===== src/hw/rtl/asm_pkg.sv =====
// Shared types and constants for the allocation statistics monitor.
// Command codes, size-class limits and the size-class decoder.
// No dependencies.
`default_nettype none

package asm_pkg;

  localparam int SIZE_W   = 64;
  localparam int STAT_W   = 64;
  localparam int CMD_W    = 2;
  localparam int NUM_BINS = 6;
  localparam int NUM_OUT  = 12;

  typedef logic [CMD_W-1:0]    cmd_t;
  typedef logic [SIZE_W-1:0]   size_t;
  typedef logic [NUM_BINS-1:0] bin_sel_t;

  // Command 3 is not defined and behaves like a read.
  localparam cmd_t CMD_ALLOC = 2'd0;
  localparam cmd_t CMD_FREE  = 2'd1;
  localparam cmd_t CMD_READ  = 2'd2;

  // Register indexes on the configuration port.
  localparam logic REG_ENABLE_COUNTING = 1'b0;

  // Upper bounds of the first five size classes; the last class is open.
  localparam size_t LIMIT_64K  = size_t'(64) << 10;
  localparam size_t LIMIT_1M   = size_t'(1) << 20;
  localparam size_t LIMIT_8M   = size_t'(8) << 20;
  localparam size_t LIMIT_64M  = size_t'(64) << 20;
  localparam size_t LIMIT_256M = size_t'(256) << 20;

  // One-hot selection of the size-class bin for an allocation size.
  function automatic bin_sel_t size_class(input size_t bytes);
    bin_sel_t sel;
    sel = '0;
    if (bytes < LIMIT_64K) begin
      sel[0] = 1'b1;
    end else if (bytes < LIMIT_1M) begin
      sel[1] = 1'b1;
    end else if (bytes < LIMIT_8M) begin
      sel[2] = 1'b1;
    end else if (bytes < LIMIT_64M) begin
      sel[3] = 1'b1;
    end else if (bytes < LIMIT_256M) begin
      sel[4] = 1'b1;
    end else begin
      sel[5] = 1'b1;
    end
    return sel;
  endfunction

endpackage

`default_nettype wire


===== src/hw/rtl/allocation_statistics_monitor.sv =====
// Allocation statistics monitor: event counters, byte totals, maxima and
// a six-bin size histogram, with a stream input, stream output and APB port.
// Depends on asm_pkg.
//
// Usage: each input beat carries one allocator event, the command in
// s_axis_tuser and the size in s_axis_tdata. Allocations and frees update
// the statistics while enable_counting (APB register 0, byte address 0) is
// set; a read, or any event while counting is off, changes nothing. Every
// input beat produces exactly one output beat holding a full snapshot of
// the twelve statistics after that beat's update.
// An input beat passes through the input register, then the update and
// the snapshot land together in the statistics registers, which drive
// m_axis_tdata directly. One beat is taken per cycle while the receiver
// keeps up; the update loop (a 64-bit add followed by the high-water
// compare) sets that rate. When the receiver stalls, the snapshot holds
// and the input register takes one more beat only if it is empty, after
// which s_axis_tready drops until the output moves. Reset clears all
// statistics, the enable register and both stages.
`default_nettype none

module allocation_statistics_monitor #(
  parameter int COUNT_BITS = 64
) (
  input  wire logic                         clk,
  input  wire logic                         rst,
  // Input stream.
  input  wire logic                         s_axis_tvalid,
  output logic                              s_axis_tready,
  input  wire logic [63:0]                  s_axis_tdata,   // [63:0] size_bytes
  input  wire asm_pkg::cmd_t                s_axis_tuser,   // [1:0] command
  // Output stream.
  output logic                              m_axis_tvalid,
  input  wire logic                         m_axis_tready,
  // From bit 0 up, 64 bits each: alloc_count, free_count, total_bytes_seen,
  // bytes_in_use, peak_outstanding, largest_request, hist_under_64k,
  // hist_under_1m, hist_under_8m, hist_under_64m, hist_under_256m,
  // hist_from_256m.
  output logic [767:0]                      m_axis_tdata,
  // Configuration port.
  input  wire logic                         psel,
  input  wire logic                         penable,
  input  wire logic                         pwrite,
  input  wire logic [2:0]                   paddr,
  input  wire logic [31:0]                  pwdata,
  output logic [31:0]                       prdata,
  output logic                              pready
);
  import asm_pkg::*;

  typedef logic [COUNT_BITS-1:0] count_t;

  // Configuration.
  logic enable_counting;
  logic reg_index;
  logic cfg_write;

  // Input register.
  logic  in_valid;
  cmd_t  in_cmd;
  size_t in_size;

  // Statistics; they also serve as the result register.
  logic   out_valid;
  count_t alloc_tally;
  count_t free_tally;
  size_t  byte_sum;
  size_t  live_bytes;
  size_t  live_high_water;
  size_t  biggest_seen;
  count_t bin_tally [NUM_BINS];

  logic     advance;
  logic     do_alloc;
  logic     do_free;
  size_t    live_added;
  size_t    live_next;
  bin_sel_t bin_sel;

  assign pready    = 1'b1;
  assign reg_index = paddr[2];
  assign cfg_write = psel && penable && pwrite && pready;

  always_ff @(posedge clk) begin
    if (rst) begin
      enable_counting <= 1'b0;
    end else if (cfg_write && reg_index == REG_ENABLE_COUNTING) begin
      enable_counting <= pwdata[0];
    end
  end

  always_comb begin
    prdata = '0;
    if (reg_index == REG_ENABLE_COUNTING) begin
      prdata[0] = enable_counting;
    end
  end

  // The statistics move whenever a beat is held and the output slot is free or being emptied.
  assign advance       = in_valid && (!out_valid || m_axis_tready);
  assign s_axis_tready = !in_valid || advance;
  assign m_axis_tvalid = out_valid;

  always_ff @(posedge clk) begin
    if (rst) begin
      in_valid  <= 1'b0;
      out_valid <= 1'b0;
    end else begin
      if (s_axis_tready) begin
        in_valid <= s_axis_tvalid;
      end
      if (advance) begin
        out_valid <= 1'b1;
      end else if (m_axis_tready) begin
        out_valid <= 1'b0;
      end
    end
  end

  always_ff @(posedge clk) begin
    if (s_axis_tvalid && s_axis_tready) begin
      in_cmd  <= s_axis_tuser;
      in_size <= s_axis_tdata;
    end
  end

  assign do_alloc   = advance && enable_counting && in_cmd == CMD_ALLOC;
  assign do_free    = advance && enable_counting && in_cmd == CMD_FREE;
  assign live_added = live_bytes + in_size;
  assign bin_sel    = size_class(in_size);

  always_comb begin
    live_next = live_bytes;
    if (do_alloc) begin
      live_next = live_added;
    end else if (do_free) begin
      live_next = live_bytes - in_size;
    end
  end

  always_ff @(posedge clk) begin
    if (rst) begin
      alloc_tally     <= '0;
      free_tally      <= '0;
      byte_sum        <= '0;
      live_bytes      <= '0;
      live_high_water <= '0;
      biggest_seen    <= '0;
    end else begin
      live_bytes <= live_next;
      if (do_alloc) begin
        alloc_tally <= alloc_tally + count_t'(1);
        byte_sum    <= byte_sum + in_size;
        if (live_added > live_high_water) begin
          live_high_water <= live_added;
        end
        if (in_size > biggest_seen) begin
          biggest_seen <= in_size;
        end
      end
      if (do_free) begin
        free_tally <= free_tally + count_t'(1);
      end
    end
  end

  for (genvar k = 0; k < NUM_BINS; k++) begin : g_bin
    always_ff @(posedge clk) begin
      if (rst) begin
        bin_tally[k] <= '0;
      end else if (do_alloc && bin_sel[k]) begin
        bin_tally[k] <= bin_tally[k] + count_t'(1);
      end
    end
    assign m_axis_tdata[(6+k)*STAT_W +: STAT_W] = STAT_W'(bin_tally[k]);
  end

  assign m_axis_tdata[0*STAT_W +: STAT_W] = STAT_W'(alloc_tally);
  assign m_axis_tdata[1*STAT_W +: STAT_W] = STAT_W'(free_tally);
  assign m_axis_tdata[2*STAT_W +: STAT_W] = byte_sum;
  assign m_axis_tdata[3*STAT_W +: STAT_W] = live_bytes;
  assign m_axis_tdata[4*STAT_W +: STAT_W] = live_high_water;
  assign m_axis_tdata[5*STAT_W +: STAT_W] = biggest_seen;

  // Every counted allocation lands in exactly one bin.
  a_bins_match_allocs: assert property (@(posedge clk) disable iff (rst)
    count_t'(bin_tally[0] + bin_tally[1] + bin_tally[2] + bin_tally[3] +
              bin_tally[4] + bin_tally[5]) == alloc_tally)
    else $error("histogram bins do not add up to the allocation count");

  // The high-water mark only ever rises outside reset.
  a_peak_monotonic: assert property (@(posedge clk) disable iff (rst)
    !$past(rst) && live_high_water != $past(live_high_water)
      |-> live_high_water > $past(live_high_water))
    else $error("high-water mark decreased");

  // Statistics only change while a beat moves into the output slot.
  a_hold_when_stalled: assert property (@(posedge clk) disable iff (rst)
    !advance |=> $stable(alloc_tally) && $stable(free_tally) &&
                 $stable(live_bytes) && $stable(byte_sum))
    else $error("statistics changed without a beat");

  // A counted allocation bumps the allocation count by one.
  a_alloc_counts: assert property (@(posedge clk) disable iff (rst)
    do_alloc |=> alloc_tally == count_t'($past(alloc_tally) + count_t'(1)))
    else $error("allocation not counted");

  // Counting disabled leaves the live count and the largest request alone.
  a_disabled_frozen: assert property (@(posedge clk) disable iff (rst)
    advance && !enable_counting |=> $stable(live_bytes) && $stable(biggest_seen))
    else $error("statistics changed while counting was disabled");

endmodule

`default_nettype wire


===== config.mk =====
export PLATFORM = sky130hd
export DESIGN_NAME = allocation_statistics_monitor
export DESIGN_NICKNAME = d
export VERILOG_FILES = /design/src/hw/rtl/asm_pkg.sv /design/src/hw/rtl/allocation_statistics_monitor.sv
export SDC_FILE = /design/constraint.sdc
export NUM_CORES = 2
export LEC_CHECK = 0
export ABC_AREA = 1
export ABC_CLOCK_PERIOD_IN_PS = 10200
export BUFFER_PORTS_ARGS = -buffer_cell sky130_fd_sc_hd__clkbuf_2
export CELL_PAD_IN_SITES_DETAIL_PLACEMENT = 1
export CELL_PAD_IN_SITES_GLOBAL_PLACEMENT = 2
export CORE_ASPECT_RATIO = 0.75
export CORE_UTILIZATION = 32
export CTS_CLUSTER_DIAMETER = 40
export DETAILED_ROUTE_END_ITERATION = 7
export GPL_TIMING_DRIVEN = 0
export HOLD_SLACK_MARGIN = 0.02
export PLACE_DENSITY_LB_ADDON = 0.1
export SKIP_CTS_REPAIR_TIMING = 1
export SLEW_MARGIN = 20
export SYNTH_ARGS = -nofsm -noshare
export SYNTH_HDL_FRONTEND = slang
export SYNTH_SLANG_ARGS = --single-unit
export TNS_END_PERCENT = 10

===== constraint.sdc =====
create_clock -name clk -period 10.2 [get_ports clk]
set_input_delay 1.53 -clock clk [delete_from_list [all_inputs] [get_ports clk]]
set_output_delay 1.53 -clock clk [all_outputs]
set_load 0.1 [all_outputs]

== Word-level counts from Yosys, hierarchy flattened ==
Memories as Yosys holds them, arrays and structs flattened.
Index checks and enable logic that the tools add are counted.

* Bits in registers: 453
* Bits in writable memories: 384
* Input port bits: 108
* Output and inout bits: 803
* Logic and storage cells: 102
* Memories: 1

{| class="wikitable"
|+ Memory list
! memory !! words !! width !! rd ports !! clocked after Yosys merged registers in !! write ports !! RTL line !! source
|-
| bin_tally || 6 || 64 || 6 || 0 || 6 || allocation_statistics_monitor.sv:70 || <nowiki>count_t bin_tally [NUM_BINS];</nowiki>
|}

* Add/subtract/negate cells: 11
* Order comparisons: 7
* Eq/ne operators: 1
* Muxes and demuxes: 41
* Bitwise gates (word level): 7
* Reduce and logical (&&, ||, !) cells: 23

{| class="wikitable"
|+ Operators with widths
! operator !! number
|-
| 64-bit by 1-bit adder with 64-bit output (second input constant) || 8
|-
| 64-bit two-way mux || 8
|-
| 64-bit adder || 2
|-
| 64-bit > comparator || 2
|-
| 64-bit by 17-bit less-than comparator with 1-bit output (second input constant) || 1
|-
| 64-bit by 21-bit less-than comparator with 1-bit output (second input constant) || 1
|-
| 64-bit by 24-bit less-than comparator with 1-bit output (second input constant) || 1
|-
| 64-bit by 27-bit less-than comparator with 1-bit output (second input constant) || 1
|-
| 64-bit by 29-bit less-than comparator with 1-bit output (second input constant) || 1
|-
| 64-bit subtractor || 1
|-
| 1-bit two-way mux || 29
|-
| 1-bit logical AND || 14
|-
| 1-bit bitwise OR || 6
|-
| 5-bit two-way mux || 1
|-
| 4-bit two-way mux || 1
|-
| 2-bit AND reduction || 2
|-
| 2-bit nonzero test || 2
|-
| 3-bit two-way mux || 1
|-
| 2-bit by 1-bit equality test with 1-bit output (second input constant) || 1
|-
| 1-bit zero test || 2
|-
| 2-bit zero test || 1
|-
| 1-bit logical OR || 2
|-
| 2-bit two-way mux || 1
|-
| 1-bit NOT || 1
|}

== Depth between registers and ports, before layout ==
* Depth after elaboration: 11
* Depth in mapped cells: 30
* Mapped depth without buffers: 28

== Worst setup path before layout ==
No wires, ideal clock.

* Path type: in2reg
* From: in m_axis_tready
* To: mem bin_tally[5][0] (netlist bit) (enable)
* Library setup time: 0.574 ns
* Arrival: 7.190 ns
* Required time: 9.626 ns
* Setup slack: 2.436 ns
* Cell stages on the path: 10
* Path buffers: 4
* Cell sequence: inv_1 > nand2_2 > nand3_1 > nor2_4 > nand2_2 > buf_6 > buf_2 > buf_2 > clkbuf_1 > o21ai_0

{| class="wikitable"
|+ RTL lines
! element !! RTL line !! source
|-
| start: declaration || allocation_statistics_monitor.sv:33 || <nowiki>input wire logic m_axis_tready,</nowiki>
|-
| end: declaration || allocation_statistics_monitor.sv:70 ||
|}

== Final worst setup path ==
* From: reg in_size[9]
* To: reg live_high_water[59]

* Word-level cells in the longest chain between the ends: 3

{| class="wikitable"
|+ RTL lines
! element !! RTL line !! source
|-
| start: declaration || allocation_statistics_monitor.sv:60 || <nowiki>size_t in_size;</nowiki>
|-
| start signal: assignment || allocation_statistics_monitor.sv:122 || <nowiki>in_size <= s_axis_tdata;</nowiki>
|-
| 64-bit adder || allocation_statistics_monitor.sv:128 || <nowiki>assign live_added = live_bytes + in_size;</nowiki>
|-
| net live_added[62] || allocation_statistics_monitor.sv:75 || <nowiki>size_t live_added;</nowiki>
|-
| 64-bit > comparator || allocation_statistics_monitor.sv:153 || <nowiki>if (live_added > live_high_water) begin</nowiki>
|-
| 2-bit AND reduction (no line) || n/a ||
|-
| end signal: assignment || allocation_statistics_monitor.sv:154 || <nowiki>live_high_water <= live_added;</nowiki>
|-
| end: declaration || allocation_statistics_monitor.sv:68 || <nowiki>size_t live_high_water;</nowiki>
|}

The timed path passes the listed nets, and every way through them passes these cells.
A chain may end at the register's enable or synchronous reset.

==> results.json <==
{
  "setup_viol": 0,
  "fmax_mhz": 143.7,
  "finalMaxSlewViolations": 0,
  "ys_warn_count": 0,
  "finalWeightedCongestion": 0.9684,
  "die-area_um2": 203100,
  "fin_worst_skew_ns": 0.07976,
  "layout_common_cells": "2539 x nand2_1, 1784 x inv_1, 1358 x nor2_1, 854 x clkbuf_2, 610 x a21oi_1",
  "cts_tree": "built",
  "clockRootBuffer": "clkbuf_16",
  "utilization": 0.3929,
  "routed_wl_um": 332300,
  "ys_async_sr_fraction": 0,
  "synth_seq_area_share": 0.3301,
  "drv_cap": 0,
  "ir_drop_mv": 0.1121,
  "path_class": "register to register",
  "leakage_nw": 36.24,
  "first_pass_iters": 5,
  "antenna_found_initial": 26,
  "clk_pin_slew_worst_paths_ns": 0.06,
  "grt_max_degree": 50,
  "crit_arrival_ns": 7.68,
  "syn2layout_area_growth_pct": 21.95,
  "layout_commonest_cell": "nand2_1",
  "syn_avg_cell_area_um2": 6.493,
  "worstPathCellList": "inv_1 -> ha_1 -> nor2_1 -> inv_1 -> nor3_1 -> nand3_1 -> nand2_1 -> nand2_1 -> nand2_1 -> nand2_1 -> nand2_1 -> nand2_1 -> and2_1 -> ha_1 -> nand2_1 -> nor2_1 -> nand4_1 -> nor4_1 -> a21oi_1 -> nand2_1 -> clkbuf_1 -> nor2_1 -> nor2_1",
  "fp.dieH_um": 390.5,
  "critPathMaxStageDelay_ns": 0.77,
  "reg2reg_slack_ns": 3.24,
  "start_util": 0.3222,
  "period_needed_ns": 6.957,
  "coreArea_um2": 199900,
  "row_count": 142,
  "grt_pass1_vias": 70110,
  "grt_overflow": 0,
  "io_pins": 911,
  "drive_gt1_frac": 0.1307,
  "synth_edf_count": 450,
  "vias_per_cell": 5.132,
  "relSlewSlack": 0.2014,
  "h-tree-depth": 4,
  "dpl.hpwl_um": 275700,
  "hold_path_class": "register to register",
  "clock_latency_ns": 0.86,
  "cts_made_buffers": 177,
  "io_buffer_count": 844,
  "required_ns": 10.92,
  "netlist_area_um2": 64400,
  "crit_slowest_cell": "clkbuf_1",
  "ys_ff_latch": 837,
  "synthCells": 9918,
  "worstMarginPinSlew_ns": 1.198,
  "grt_pass1_wl_um": 476600,
  "timing.hold.ws_ns": 0.5003,
  "ys_types": 64,
  "crit_path_max_fanout": 10,
  "nFillCells": 25960,
  "cts_max_path_buffers": 4,
  "ant_nets": 0,
  "final_nets": 11420,
  "wl_per_cell_um": 24.07,
  "drc": 0,
  "start_kind": "register",
  "outcome": "completed",
  "endpoint_kind": "register",
  "hold_viol": 0,
  "finalCritPeriodShare": 0.6820,
  "critPathMostFrequentCell": "nand2_1",
  "grtUsageTotal": 0.3168,
  "num_vias": 70830,
  "synth_ff_type": "edfxtp_1",
  "rsz0062_at_grt": "false",
  "drtIter0Drc": 5096,
  "power_density_nw_per_um2": 141.8,
  "cts.sinks": 837,
  "die_x_um": 520.0
}
-- critical path, delay by kind of cell, from the launching register on --
family                   cells  cell delay (ns)
AND/OR/NAND/NOR             17             4.14
adder cells (fa/ha/maj)      2             0.75
AO/OA/AOI/OAI                1             0.18
flip-flops                   1             0.70
buffers and inverters        3             1.01
-- area by class of cell --
type | instances | area [um^2] | share of cell area
Sequential cell | 837 | 21260 | 0.2707
Clock inverter | 124 | 1466 | 0.01867
Timing Repair Buffer | 856 | 4539 | 0.05780
Buffer | 264 | 1251 | 0.01593
Tap cell | 2664 | 3333 | 0.04244
Multi-Input combinational cell | 7051 | 35330 | 0.4498
Inverter | 1796 | 6744 | 0.08587
Antenna cell | 15 | 37.54 | 0.0004780
Clock buffer | 195 | 4578 | 0.05829
-- registers in the layout (all words and copies together) (netlist names) --
| register | cells |
|---|---|
| alloc_tally | 64 |
| biggest_seen | 64 |
| bin_tally | 384 |
| byte_sum | 64 |
| enable_counting | 1 |
| free_tally | 64 |
| in_cmd | 2 |
| in_size | 64 |
| in_valid | 1 |
| live_bytes | 64 |
| live_high_water | 64 |
| m_axis_tvalid | 1 |
-- cells by family (layout without fill, tap and decap cells) --
family / Yosys count / count (layout) / synth area share
buffers and inverters: 2060 / 3235 / 0.1239
AOI/OAI and AO/OA: 1124 / 1124 / 0.09390
adders and majority gates: 328 / 328 / 0.06407
DFF: 837 / 837 / 0.3301
other: 2 / 47 / 0.0001166
xor gates and xnor gates: 236 / 236 / 0.03210
and+or+nand+nor: 5331 / 5331 / 0.3558
-- through the flow --
stage	instance area [um^2]	cells	setup slack, ns	TNS [ns]	power [mW]
global placement	72070	13460	-2.767	-176.66	5.107
global route	78530	13800	2.825	0	11.45
finish	78540	13800	3.243	0	11.14
CTS	78500	13790	3.321	0	11.22
detailed placement	72450	13470	3.408	0	5.130
floorplan	64510	9948	2.436	0	4.713
-- path summary, 6_finish.rpt --
check,from,to,depth (start not counted)
max,in_size[9],live_high_water[59],23
min,alloc_tally[17],alloc_tally[17],2
min reg2reg,alloc_tally[17],alloc_tally[17],2
max reg2reg,in_size[9],live_high_water[59],23
-- cell usage after synthesis, types with 73 or more instances --
cell,number,share of area
dfxtp_1,387,0.12
nand4_1,208,0.020
nand2_1,2544,0.15
buf_2,85,0.0066
nor3_1,304,0.024
o21ai_0,318,0.025
inv_1,1785,0.10
a21oi_1,610,0.047
ha_1,325,0.063
clkbuf_1,116,0.0068
nor2_1,1358,0.079
nand3_1,592,0.046
nor4_1,73,0.0071
edfxtp_1,450,0.21
xor2_1,181,0.025
-- report_power, final --
group	total (mW)	internal (mW)	switching [mW]
logic	1.30	0.243	1.06
registers	3.78	3.63	0.151
clock network	6.06	3.84	2.22
total	11.1	7.71	3.43
-- layer usage --
metal,vias up,part of all wire,GRT usage
met5,-,0.00022,0
met4,8,0.039,0.1158
met2,1865,0.44,0.4997
li1,33770,-,-
met3,436,0.059,0.05144
met1,34760,0.46,0.4338
Note: power is estimated with default switching activity, not from simulation.
